[config.mk]
export PLATFORM = sky130hd
export DESIGN_NAME = qoi_pixel_encoder_unit
export DESIGN_NICKNAME = d
export VERILOG_FILES = /design/src/qpe_pkg.sv /design/src/qoi_pixel_encoder_unit.sv /design/src/qpe_queue.sv /design/src/qpe_front.sv /design/src/qpe_back.sv
export VERILOG_INCLUDE_DIRS = /design/src /design/src/src
export SDC_FILE = /design/constraint.sdc
export NUM_CORES = 2
export LEC_CHECK = 0
export ABC_AREA = 1
export BUFFER_PORTS_ARGS = -buffer_cell sky130_fd_sc_hd__buf_4
export CAP_MARGIN = 15
export CORE_ASPECT_RATIO = 1.4
export CORE_UTILIZATION = 44
export CTS_CLUSTER_DIAMETER = 150
export DETAILED_ROUTE_END_ITERATION = 8
export GPL_TIMING_DRIVEN = 0
export REMOVE_ABC_BUFFERS = 1
export SLEW_MARGIN = 10
export SYNTH_ARGS = -nofsm -noshare
export SYNTH_HDL_FRONTEND = slang
export SYNTH_SLANG_ARGS = --single-unit
export TNS_END_PERCENT = 1
[constraint.sdc]
create_clock -name clk -period 9.5 [get_ports clk]
set_clock_uncertainty 0.15 [all_clocks]
set_input_delay 1.9 -clock clk [delete_from_list [all_inputs] [get_ports clk]]
set_output_delay 1.9 -clock clk [all_outputs]
set_load 0.02 [all_outputs]
[src/qoi_pixel_encoder_unit_defines.svh]
`ifndef QOI_PIXEL_ENCODER_UNIT_DEFINES_SVH
`define QOI_PIXEL_ENCODER_UNIT_DEFINES_SVH

// Same-cycle implication, checked outside reset.
`define QPE_ASSERT_NOW(label, ante, cons, msg) \
    label: assert property (@(posedge clk) disable iff (!rst_n) (ante) |-> (cons)) \
        else $error(msg);

// Next-cycle implication, checked outside reset.
`define QPE_ASSERT_NEXT(label, ante, cons, msg) \
    label: assert property (@(posedge clk) disable iff (!rst_n) (ante) |=> (cons)) \
        else $error(msg);

`endif

[src/qpe_pkg.sv]
`default_nettype none

package qpe_pkg;

    localparam int INDEX_DEPTH = 64;
    localparam int SLOT_W      = $clog2(INDEX_DEPTH);
    localparam int QPE_QUEUE_DEPTH = 4;

    localparam logic [7:0] OP_RGB   = 8'hFE;
    localparam logic [7:0] OP_RGBA  = 8'hFF;
    localparam logic [1:0] TAG_INDEX = 2'b00;
    localparam logic [1:0] TAG_DIFF  = 2'b01;
    localparam logic [1:0] TAG_LUMA  = 2'b10;
    localparam logic [1:0] TAG_RUN   = 2'b11;

    localparam logic [5:0] RUN_MAX = 6'd62;

    localparam logic [5:0] HASH_R = 6'd3;
    localparam logic [5:0] HASH_G = 6'd5;
    localparam logic [5:0] HASH_B = 6'd7;
    localparam logic [5:0] HASH_A = 6'd11;

    localparam logic [7:0] DIFF_BIAS = 8'd2;
    localparam logic [7:0] LUMA_G_BIAS = 8'd32;
    localparam logic [7:0] LUMA_RB_BIAS = 8'd8;

    typedef struct packed {
        logic [7:0] red;
        logic [7:0] green;
        logic [7:0] blue;
        logic [7:0] alpha;
        logic       final_pixel;
    } pixel_t;

    typedef struct packed {
        logic [7:0] out_byte;
        logic       item_done;
    } chunk_t;

    typedef struct packed {
        logic [7:0] r;
        logic [7:0] g;
        logic [7:0] b;
        logic [7:0] a;
    } color_t;

    localparam color_t DEFAULT_COLOR = '{r: 8'd0, g: 8'd0, b: 8'd0, a: 8'd255};

    typedef enum logic [2:0] {
        KIND_NONE,
        KIND_INDEX,
        KIND_DIFF,
        KIND_LUMA,
        KIND_RGB,
        KIND_RGBA
    } op_kind_t;

    // One pixel's worth of output, as handed from front to back.
    typedef struct packed {
        logic       has_run;
        logic [5:0] run_code;
        op_kind_t   kind;
        logic [7:0] head;
        logic [7:0] second;
        color_t     color;
    } op_desc_t;

endpackage

`default_nettype wire

[src/qoi_pixel_encoder_unit.sv]
`default_nettype none
`include "qoi_pixel_encoder_unit_defines.svh"

// QOI chunk encoder for one RGBA pixel per request. A pixel whose chunk is one
// byte, or a repeat that emits nothing, goes through at one per cycle while
// chunk_stall is low; the output side moves one byte per cycle unless
// chunk_stall holds it, and a pixel emits up to 6 bytes (RGBA with a flushed
// run being the longest). The front keeps the previous pixel, the run count
// and the 64-entry color index, reads the index at the edge that takes the
// pixel and commits the op from its stage 1 registers once the queue has
// room; the op then passes through the queue to the output register. A
// queue of QueueDepth ops lets the front run ahead while the byte serializer
// drains multi-byte chunks. The index clears at reset through per-entry valid
// bits, so no clearing pass is needed.
// alpha_present (reset 1) forces alpha to 255 when low; write it only while
// idle. item_done marks the last byte of each pixel that emits any bytes.
module qoi_pixel_encoder_unit #(
    parameter int QueueDepth = qpe_pkg::QPE_QUEUE_DEPTH
) (
    input  wire logic        clk,
    input  wire logic        rst_n,
    input  wire logic        pixel_valid,
    output logic             pixel_stall,
    input  qpe_pkg::pixel_t  pixel,
    output logic             chunk_valid,
    input  wire logic        chunk_stall,
    output qpe_pkg::chunk_t  chunk,
    input  wire logic        cfg_valid,
    output logic             cfg_ready,
    input  wire logic        cfg_data
);
    import qpe_pkg::*;

    logic      alpha_present_reg;
    logic      q_full;
    logic      q_empty;
    logic      push;
    logic      pop;
    op_desc_t  push_desc;
    op_desc_t  head_desc;

    assign cfg_ready = 1'b1;

    always_ff @(posedge clk or negedge rst_n)
    begin
        if (!rst_n)
        begin
            alpha_present_reg <= 1'b1;
        end
        else if (cfg_valid && cfg_ready)
        begin
            alpha_present_reg <= cfg_data;
        end
    end

    qpe_front u_front (
        .clk           (clk),
        .rst_n         (rst_n),
        .pixel_valid   (pixel_valid),
        .pixel_stall   (pixel_stall),
        .pixel         (pixel),
        .alpha_present (alpha_present_reg),
        .q_full        (q_full),
        .push          (push),
        .push_desc     (push_desc)
    );

    qpe_queue #(
        .Depth (QueueDepth)
    ) u_queue (
        .clk       (clk),
        .rst_n     (rst_n),
        .push      (push),
        .push_desc (push_desc),
        .pop       (pop),
        .head_desc (head_desc),
        .full      (q_full),
        .empty     (q_empty)
    );

    qpe_back u_back (
        .clk         (clk),
        .rst_n       (rst_n),
        .q_empty     (q_empty),
        .head_desc   (head_desc),
        .pop         (pop),
        .chunk_valid (chunk_valid),
        .chunk_stall (chunk_stall),
        .chunk       (chunk)
    );

    `QPE_ASSERT_NOW(a_no_overflow, push, !q_full, "op pushed into a full queue")
    `QPE_ASSERT_NOW(a_no_underflow, pop, !q_empty, "op popped from an empty queue")
    `QPE_ASSERT_NEXT(a_back_busy, !q_empty && !chunk_valid, chunk_valid, "serializer idle")

endmodule

`default_nettype wire

[src/qpe_queue.sv]
`default_nettype none

module qpe_queue #(
    parameter int Depth = qpe_pkg::QPE_QUEUE_DEPTH
) (
    input  wire logic              clk,
    input  wire logic              rst_n,
    input  wire logic              push,
    input  qpe_pkg::op_desc_t      push_desc,
    input  wire logic              pop,
    output qpe_pkg::op_desc_t      head_desc,
    output logic                   full,
    output logic                   empty
);
    import qpe_pkg::*;

    localparam int PtrW = (Depth > 1) ? $clog2(Depth) : 1;
    localparam int CntW = $clog2(Depth + 1);

    op_desc_t            entry_reg [Depth];
    logic [PtrW-1:0]     wr_ptr_reg, wr_ptr_next;
    logic [PtrW-1:0]     rd_ptr_reg, rd_ptr_next;
    logic [CntW-1:0]     count_reg, count_next;

    assign full      = count_reg == CntW'(Depth);
    assign empty     = count_reg == '0;
    assign head_desc = entry_reg[rd_ptr_reg];

    always_comb
    begin
        wr_ptr_next = wr_ptr_reg;
        rd_ptr_next = rd_ptr_reg;
        count_next  = count_reg;
        if (push)
        begin
            wr_ptr_next = (wr_ptr_reg == PtrW'(Depth - 1)) ? '0 : wr_ptr_reg + 1'b1;
        end
        if (pop)
        begin
            rd_ptr_next = (rd_ptr_reg == PtrW'(Depth - 1)) ? '0 : rd_ptr_reg + 1'b1;
        end
        if (push && !pop)
        begin
            count_next = count_reg + 1'b1;
        end
        else if (pop && !push)
        begin
            count_next = count_reg - 1'b1;
        end
    end

    always_ff @(posedge clk or negedge rst_n)
    begin
        if (!rst_n)
        begin
            wr_ptr_reg <= '0;
            rd_ptr_reg <= '0;
            count_reg  <= '0;
        end
        else
        begin
            wr_ptr_reg <= wr_ptr_next;
            rd_ptr_reg <= rd_ptr_next;
            count_reg  <= count_next;
        end
    end

    always_ff @(posedge clk)
    begin
        if (push)
        begin
            entry_reg[wr_ptr_reg] <= push_desc;
        end
    end

endmodule

`default_nettype wire

[src/qpe_front.sv]
`default_nettype none

module qpe_front (
    input  wire logic          clk,
    input  wire logic          rst_n,
    input  wire logic          pixel_valid,
    output logic               pixel_stall,
    input  qpe_pkg::pixel_t    pixel,
    input  wire logic          alpha_present,
    input  wire logic          q_full,
    output logic               push,
    output qpe_pkg::op_desc_t  push_desc
);
    import qpe_pkg::*;

    // Color index: memory plus per-entry valid bits (cleared entries read as zero)
    color_t                  idx_mem [INDEX_DEPTH];
    logic [INDEX_DEPTH-1:0]  idx_vld_reg;

    // Stage 1: accepted pixel and its index read
    logic               s1_valid_reg, s1_valid_next;
    color_t             s1_color_reg;
    logic               s1_last_reg;
    logic [SLOT_W-1:0]  s1_slot_reg;
    color_t             rd_data_reg;
    logic               rd_vld_reg;
    logic               byp_reg;
    color_t             byp_data_reg;

    // Encoder state
    color_t             prev_reg, prev_next;
    logic [5:0]         run_reg, run_next;
    logic               first_reg;

    color_t             in_color;
    logic [SLOT_W-1:0]  in_slot;
    logic               accept;
    logic               commit;
    logic               idx_we;
    color_t             entry;
    logic               same;
    logic               hit;
    logic [5:0]         run_inc;
    logic [7:0]         dr, dg, db, gd, lg, lr, lb;
    op_desc_t           desc;

    assign pixel_stall = s1_valid_reg && q_full;
    assign accept      = pixel_valid && !pixel_stall;
    assign commit      = s1_valid_reg && !q_full;

    always_comb
    begin
        in_color.r = pixel.red;
        in_color.g = pixel.green;
        in_color.b = pixel.blue;
        in_color.a = alpha_present ? pixel.alpha : 8'hFF;
        in_slot = in_color.r[5:0] * HASH_R + in_color.g[5:0] * HASH_G
                + in_color.b[5:0] * HASH_B + in_color.a[5:0] * HASH_A;
    end

    // Forward a write that lands in the same edge as the read
    assign entry = byp_reg ? byp_data_reg : (rd_vld_reg ? rd_data_reg : '0);

    assign same    = s1_color_reg == prev_reg;
    assign hit     = entry == s1_color_reg;
    assign run_inc = run_reg + 6'd1;

    always_comb
    begin
        dr = s1_color_reg.r - prev_reg.r + DIFF_BIAS;
        dg = s1_color_reg.g - prev_reg.g + DIFF_BIAS;
        db = s1_color_reg.b - prev_reg.b + DIFF_BIAS;
        gd = s1_color_reg.g - prev_reg.g;
        lg = gd + LUMA_G_BIAS;
        lr = s1_color_reg.r - prev_reg.r - gd + LUMA_RB_BIAS;
        lb = s1_color_reg.b - prev_reg.b - gd + LUMA_RB_BIAS;
    end

    always_comb
    begin
        desc.has_run  = 1'b0;
        desc.run_code = '0;
        desc.kind     = KIND_NONE;
        desc.head     = '0;
        desc.second   = '0;
        desc.color    = s1_color_reg;
        prev_next     = prev_reg;
        run_next      = run_reg;
        idx_we        = 1'b0;

        if (same)
        begin
            run_next = run_inc;
            idx_we   = first_reg;
            if (run_inc == RUN_MAX)
            begin
                desc.has_run  = 1'b1;
                desc.run_code = RUN_MAX - 6'd1;
                run_next      = '0;
            end
        end
        else
        begin
            prev_next = s1_color_reg;
            run_next  = '0;
            if (run_reg != '0)
            begin
                desc.has_run  = 1'b1;
                desc.run_code = run_reg - 6'd1;
            end
            if (hit)
            begin
                desc.kind = KIND_INDEX;
                desc.head = {TAG_INDEX, s1_slot_reg};
            end
            else
            begin
                idx_we = 1'b1;
                priority if (s1_color_reg.a != prev_reg.a)
                begin
                    desc.kind = KIND_RGBA;
                    desc.head = OP_RGBA;
                end
                else if (dr <= 8'd3 && dg <= 8'd3 && db <= 8'd3)
                begin
                    desc.kind = KIND_DIFF;
                    desc.head = {TAG_DIFF, dr[1:0], dg[1:0], db[1:0]};
                end
                else if (lg <= 8'd63 && lr <= 8'd15 && lb <= 8'd15)
                begin
                    desc.kind   = KIND_LUMA;
                    desc.head   = {TAG_LUMA, lg[5:0]};
                    desc.second = {lr[3:0], lb[3:0]};
                end
                else
                begin
                    desc.kind = KIND_RGB;
                    desc.head = OP_RGB;
                end
            end
        end

        // Flush a pending run on the last pixel
        if (s1_last_reg && run_next != '0)
        begin
            desc.has_run  = 1'b1;
            desc.run_code = run_next - 6'd1;
            run_next      = '0;
        end
    end

    assign push      = commit && (desc.has_run || desc.kind != KIND_NONE);
    assign push_desc = desc;

    always_comb
    begin
        s1_valid_next = s1_valid_reg;
        if (accept)
        begin
            s1_valid_next = 1'b1;
        end
        else if (commit)
        begin
            s1_valid_next = 1'b0;
        end
    end

    always_ff @(posedge clk or negedge rst_n)
    begin
        if (!rst_n)
        begin
            s1_valid_reg <= 1'b0;
            prev_reg     <= DEFAULT_COLOR;
            run_reg      <= '0;
            first_reg    <= 1'b1;
            idx_vld_reg  <= '0;
            rd_vld_reg   <= 1'b0;
            byp_reg      <= 1'b0;
        end
        else
        begin
            s1_valid_reg <= s1_valid_next;
            if (commit)
            begin
                prev_reg  <= prev_next;
                run_reg   <= run_next;
                first_reg <= 1'b0;
                if (idx_we)
                begin
                    idx_vld_reg[s1_slot_reg] <= 1'b1;
                end
            end
            if (accept)
            begin
                rd_vld_reg <= idx_vld_reg[in_slot];
                byp_reg    <= commit && idx_we && (s1_slot_reg == in_slot);
            end
        end
    end

    always_ff @(posedge clk)
    begin
        if (accept)
        begin
            s1_color_reg <= in_color;
            s1_last_reg  <= pixel.final_pixel;
            s1_slot_reg  <= in_slot;
            rd_data_reg  <= idx_mem[in_slot];
            byp_data_reg <= s1_color_reg;
        end
        if (commit && idx_we)
        begin
            idx_mem[s1_slot_reg] <= s1_color_reg;
        end
    end

endmodule

`default_nettype wire

[src/qpe_back.sv]
`default_nettype none

module qpe_back (
    input  wire logic          clk,
    input  wire logic          rst_n,
    input  wire logic          q_empty,
    input  qpe_pkg::op_desc_t  head_desc,
    output logic               pop,
    output logic               chunk_valid,
    input  wire logic          chunk_stall,
    output qpe_pkg::chunk_t    chunk
);
    import qpe_pkg::*;

    logic        out_valid_reg, out_valid_next;
    chunk_t      out_reg;
    logic [2:0]  pos_reg, pos_next;
    logic [2:0]  op_len;
    logic [2:0]  total;
    logic [2:0]  op_pos;
    logic        last;
    logic        load;
    logic [7:0]  op_byte;
    logic [7:0]  cur_byte;

    always_comb
    begin
        unique case (head_desc.kind)
            KIND_NONE:  op_len = 3'd0;
            KIND_INDEX: op_len = 3'd1;
            KIND_DIFF:  op_len = 3'd1;
            KIND_LUMA:  op_len = 3'd2;
            KIND_RGB:   op_len = 3'd4;
            KIND_RGBA:  op_len = 3'd5;
            default:    op_len = 3'd0;
        endcase
    end

    assign total  = op_len + {2'b00, head_desc.has_run};
    assign op_pos = pos_reg - {2'b00, head_desc.has_run};
    assign last   = pos_reg == total - 3'd1;

    always_comb
    begin
        unique case (op_pos)
            3'd0:    op_byte = head_desc.head;
            3'd1:    op_byte = (head_desc.kind == KIND_LUMA) ? head_desc.second
                                                             : head_desc.color.r;
            3'd2:    op_byte = head_desc.color.g;
            3'd3:    op_byte = head_desc.color.b;
            3'd4:    op_byte = head_desc.color.a;
            default: op_byte = head_desc.head;
        endcase
        if (head_desc.has_run && pos_reg == 3'd0)
        begin
            cur_byte = {TAG_RUN, head_desc.run_code};
        end
        else
        begin
            cur_byte = op_byte;
        end
    end

    // Load the next byte whenever the output register is free or draining
    assign load = !q_empty && (!out_valid_reg || !chunk_stall);
    assign pop  = load && last;

    always_comb
    begin
        pos_next       = pos_reg;
        out_valid_next = out_valid_reg;
        if (load)
        begin
            pos_next       = last ? 3'd0 : pos_reg + 3'd1;
            out_valid_next = 1'b1;
        end
        else if (!chunk_stall)
        begin
            out_valid_next = 1'b0;
        end
    end

    always_ff @(posedge clk or negedge rst_n)
    begin
        if (!rst_n)
        begin
            out_valid_reg <= 1'b0;
            pos_reg       <= '0;
        end
        else
        begin
            out_valid_reg <= out_valid_next;
            pos_reg       <= pos_next;
        end
    end

    always_ff @(posedge clk)
    begin
        if (load)
        begin
            out_reg.out_byte  <= cur_byte;
            out_reg.item_done <= last;
        end
    end

    assign chunk_valid = out_valid_reg;
    assign chunk       = out_reg;

endmodule

`default_nettype wire
### Yosys cells after proc, flatten, opt, wreduce, memory -nomap -nowiden

Memories as Yosys holds them, arrays and structs flattened. A register that Yosys moved wholly into a read port is not among the register bits.
Cells that the tools add are included.

* register bits after elaboration: 198
* bits in writable memories: 2280
* bits of input ports: 39
* output and inout port bits: 12
* logic and storage cells: 169
* memories: 2

* add/sub/neg operators: 25
* multipliers: 4
* order comparisons: 9
* equality and inequality tests: 19
* muxes and demuxes: 42
* bitwise operators: 2
* reductions and logical operators: 36

Memory list
* u_front.idx_mem: depth 64, bits a word 32, read ports 1, clocked after Yosys merged registers in 1, write ports 1, line qpe_front.sv:17 `color_t idx_mem [INDEX_DEPTH];`
* u_queue.entry_reg: depth 4, bits a word 58, read ports 1, clocked after Yosys merged registers in 0, write ports 1, line qpe_queue.sv:20 `op_desc_t entry_reg [Depth];`

Operator list (number)
* 32-bit == test: 2
* 32-bit 2-to-1 mux: 2
* 64-bit OR: 1
* 11-bit 2-to-1 mux: 4
* 8-bit 2-to-1 mux: 5
* 8-bit subtractor: 5
* 8-bit case mux with 4 select lines: 1
* 6-bit 2-to-1 mux: 5
* 7-bit 2-to-1 mux: 4
* 8-bit by 2-bit adder with 8-bit output (second input constant): 3
* 8-bit by 2-bit <= comparator with 1-bit output (second input constant): 3
* 19-bit 2-to-1 mux: 1
* 6-bit adder: 3
* 1-bit logical AND: 17
* 8-bit by 4-bit adder with 8-bit output (second input constant): 2
* 8-bit by 4-bit <= comparator with 1-bit output (second input constant): 2
* 6-bit by 7-bit less-than comparator with 1-bit output (second input constant): 2
* 3-bit by 2-bit == test with 1-bit output (second input constant): 4
* 3-bit == test (second input constant): 4
* 6-bit by 3-bit multiplier with 6-bit output (second input constant): 2
* 1-bit 2-to-1 mux: 12
* 3-bit case mux with 4 select lines: 1
* 6-bit nonzero test: 2
* 6-bit by 1-bit subtractor with 6-bit output (second input constant): 2
* 30 further kinds: 48

### Logic depth before layout (Yosys ltp)

* depth in word-level cells: 18
* depth in mapped cells: 29
* depth with buffers taken out: 29

### By module

From an unflattened synthesis, not the netlist that was laid out.

* cell total of the unflattened synthesis: 8135
* area total of the unflattened synthesis: 104296.3 um^2

By module, submodules not included
* qpe_front: instances 1, cells an instance 7204, area an instance 92632.6 um^2, seq. area each 67255.8 um^2
* qpe_queue: instances 1, cells an instance 729, area an instance 10329.9 um^2, seq. area each 7141.8 um^2
* qpe_back: instances 1, cells an instance 195, area an instance 1281.2 um^2, seq. area each 370.4 um^2
* qoi_pixel_encoder_unit: instances 1, cells an instance 7, area an instance 52.6 um^2, seq. area each 26.3 um^2

### Worst setup path after synthesis

Ideal clock, no wire load.

* path type: input to register
* start: in pixel[11] in the netlist's numbering
* end: reg, netlist name u_front.rd_data_reg[22]
* setup time: 0.267 ns
* arrival: 6.228 ns
* data required time: 9.083 ns
* setup slack: 2.855 ns
* stages: 18
* buffers on the path: 3
* cell sequence: inv_1 > fa_1 > fa_1 > inv_1 > fa_1 > inv_1 > fa_1 > inv_1 > fa_1 > fa_1 > clkbuf_1 > clkinv_1 > clkbuf_1 > clkbuf_1 > o211ai_1 > a21oi_1 > o21ai_0 > o21ai_0

* word-level cells in the longest chain between the ends: 3

RTL lines
* start, declared: line qoi_pixel_encoder_unit.sv:24 `input qpe_pkg::pixel_t pixel,`
* 6-bit by 3-bit multiplier with 6-bit output: line qpe_front.sv:58 `+ in_color.b[5:0] * HASH_B + in_color.a[5:0] * HASH_A;`
* 6-bit adder (2 in series): line qpe_front.sv:58
* via u_front.in_slot[3]: line qpe_front.sv:36 `logic [SLOT_W-1:0] in_slot;`

The timed path passes the listed nets, and every way through them passes these cells.
A chain may end at the register's enable or synchronous reset.

### Final worst setup path

* start: in pixel[11] in the netlist's numbering
* end: reg, netlist name u_front.rd_data_reg[14]

* word-level cells in the longest chain between the ends: 3

RTL lines (line)
* 6-bit by 3-bit multiplier with 6-bit output: qpe_front.sv:58
* 6-bit adder (2 in series): qpe_front.sv:58
* via u_front.in_slot[3]: qpe_front.sv:36

The timed path passes the listed nets, and every way through them passes these cells.

==> impl_results.md <==
* Post-route standard cell area excluding fillers at 119000 um2
* Minimum clock period at 8240 ps
* Final Net Count at 8078
* Initial standard-cell utilization of the core at 44.3%
* Root buffer cell: clkbuf_16
* Number of design-rule violations left by the first detailed-router iteration at 6826
* Most instantiated flip-flop cell in the synthesis netlist: edfxtp_1
* Startpoint type of the worst setup path: primary input
* CP endpoint kind: register
* Max-slew headroom at the worst pin at 19.8%
* DRC errors left at 4
* Violated checks: DRC
* Global-route wire length before repair at 421000 um
* Min-Delay Path Class: reg2reg
* Most frequent cells in the layout: 2392 x edfxtp_1, 1286 x o21ai_0, 1260 x nor2_1
* Top Ports at 51
* Most frequent cell on the critical path: fa_1
* Routed wire per std cell at 25.8 um
* Clock-pin slew reported for the worst setup and hold paths after clock tree synthesis at 70 ps
* Post-synth design cell area at 102000 um2
* Critical path destination: u_front.rd_data_reg[14]$_DFFE_PP_
* FF+latch count, synth at 2510
* Total die area at 235000 um2
* Unique masters post-synth at 53
* Clock Latency Late Sink at 890 ps
* Highest Clock Rate at 121 MHz
* Register Area at 74800 um2
* Horizontal die dimension at 410 um
* Antenna Nets Post-Route at 0
* Number of flip-flops in the largest register at 2048
* Setup-failing EPs final at 0
* Pin count of the biggest net entering global routing at 131
* Setup slack, reg-to-reg at 1830 ps
* Filler Cells Inserted at 19200
* Hpwl dp at 181000 um
* Crit path required time at 9920 ps
* Type of the worst setup path: in2reg
* Standard cell core area at 231000 um2
* CTS H-Tree Depth at 4
* Post-CTS Repair Setup Buffers at 0
* Fraction of final layout cells sized beyond drive strength 1 at 9.57%
* Post-synthesis to final-layout area growth at 15.7%
* Stage delay of the slowest cell on the critical path at 1300 ps
* Antenna violations before repair at 9
* RSZ-0062 raised after global routing: no
* Clock Tree Buf Depth at 4
* Overall global routing resource usage at 24.0%
* Actual slew at the worst max-slew pin at 1190 ps
* Final wirelength at 289000 um
* Placer's final routability congestion estimate at 0.813
* Hold violation total from the final report at 0
* Placed Instances at 10800
* Total via count in the routed design at 66100
* Number of global-route vias before repair at 64500
* Cell-by-cell listing of the critical path: buf_4 > inv_1 > fa_1 > fa_1 > inv_1 > fa_1 > inv_1 > fa_1 > inv_1 > fa_1 > fa_4 > buf_16 > clkinv_4 > buf_16 > o211ai_1 > nand3_1 > nand2_1 > o21ai_0
* Metal-1 WL at 112000 um
* Highest Signal Layer: met5
* Crit. Startpoint: pixel[11]
* Vertical die dimension at 573 um
* Area of the multi-input gates at 25200 um2
* Post-synthesis area per instance at 13.0 um2
* Sinks on Clock Net at 2510
* Number of buffers inserted by port buffering at 49
* Met2 Routed Length at 142000 um
* First drt pass iteration count at 8
* Number of rows created at floorplan at 209
* Number of enable-type register cells in the synthesized netlist at 2392
* Arrival time worst endpoint at 8650 ps
* Post_cts resized at 0
* Count of warnings emitted by yosys at 0
* Async set-or-reset flop fraction in the synthesized netlist at 4.70%
* R2r startpoint: alpha_present_reg$_DFFE_PN1P_
* Run status: complete, but fails checks
* Final critical-path share of the clock period at 86.7%
* Overflow left after global routing at 0
* Most common library cell in the layout ignoring fill and taps: edfxtp_1
* Clock tree from TritonCTS: done
* Hold-fix buffer count after cts at 0
* Worst Path Max Fanout at 50
* Total met3 wirelength after detailed routing at 18000 um
* Number of cell instances on the worst register-to-register path at 18
* Max Transition Viols Final at 0
* Proportion of synthesized chip area in sequential cells at 73.0%
* Critical-path top delay cell: fa_4
* Area after DPL at 111000 um2
* CTS buffer count at 225
* Synthesized netlist cell count at 7904
* Max-cap viol count at 0
* Terminus of the critical flop-to-flop path: u_front.rd_data_reg[14]$_DFFE_PP_
* Non-filler cells in the finished layout at 11200
* Vias per inst at 5.92
[worst max-delay path, delay by kind of cell]
family	cells	cell delay, ps
AOI/OAI and AO/OA	2	370
adders and majority gates	6	3770
buffers and inverters	8	1490
and+or+nand+nor	2	890
[per-layer routing]
| layer | GRT usage, % | vias to the layer above |
|---|---|---|
| li1 | - | 29500 |
| met1 | 30.7 | 33500 |
| met2 | 40.5 | 2503 |
| met3 | 2.44 | 544 |
| met4 | 12.5 | 4 |
| met5 | 0 | - |
[worst min path at each step]
stage	cells past startpoint	to	startpoint
5_1_grt	1	u_front.idx_vld_reg[48]$_DFFE_PN0P_	u_front.idx_vld_reg[48]$_DFFE_PN0P_
3_3_place_gp	2	u_front.idx_vld_reg[29]$_DFFE_PN0P_	u_front.idx_vld_reg[29]$_DFFE_PN0P_
3_5_place_dp	1	u_front.idx_vld_reg[34]$_DFFE_PN0P_	u_front.idx_vld_reg[34]$_DFFE_PN0P_
4_1_cts	2	u_front.idx_vld_reg[23]$_DFFE_PN0P_	u_front.idx_vld_reg[23]$_DFFE_PN0P_
2_1_floorplan	2	u_front.idx_vld_reg[15]$_DFFE_PN0P_	u_front.idx_vld_reg[15]$_DFFE_PN0P_
6_report	1	u_front.idx_vld_reg[42]$_DFFE_PN0P_	u_front.idx_vld_reg[42]$_DFFE_PN0P_
[synthesized netlist by cell type (21+ instances only)]
cell / instances / area, um2
or2_2: 21 / 131
nand3_1: 188 / 941
buf_2: 32 / 160
xor2_1: 53 / 464
nand2_1: 473 / 1780
inv_1: 256 / 961
edfxtp_1: 2392 / 71800
clkbuf_1: 446 / 1670
o22ai_1: 287 / 1800
nor2_1: 1318 / 4950
fa_1: 29 / 581
o211ai_1: 280 / 2100
a21oi_1: 140 / 701
ha_1: 84 / 1050
o21ai_0: 1286 / 6440
nand4_1: 37 / 231
o221ai_1: 262 / 2290
buf_1: 39 / 146
xnor2_1: 32 / 280
nor3_1: 21 / 105
dfrtp_1: 108 / 2700
[cell families (layout without fill, tap and decap cells)]
kind of cell	count (synthesis)	after routing	synth area share [%]
compound gates	2293	2293	13.3
xor+xnor	85	85	0.726
flops	2510	2510	73.0
other cells	1	4	0.00366
buf+inv	789	995	2.99
mux	9	9	0.0989
simple gates	2104	2104	8.31
fa+ha+maj	113	113	1.59
[layout make-up]
class	instances	share of cell area (%)
Tap cell	3059	3.23
Clock buffer	286	5.02
Clock inverter	125	1.04
Sequential cell	2510	63.1
Inverter	262	0.856
Timing Repair Buffer	322	5.51
Multi-Input combinational cell	4605	21.2
Antenna cell	3	0.00633
[through the flow]
step	TNS [ps]	setup WS [ps]	hold WS (ps)	util, %
3_3_place_gp	-4546030	-80330	289	45.2
5_1_grt	0	1210	323	51.2
6_report	0	1260	311	51.2
4_1_cts	0	1360	312	51.2
3_5_place_dp	0	460	296	48.1
2_1_floorplan	-1196040	-34800	278	-
Power is left out: the tool's default activity adds up to more than one toggle a clock period on the data nets, which glitch-free logic cannot reach.
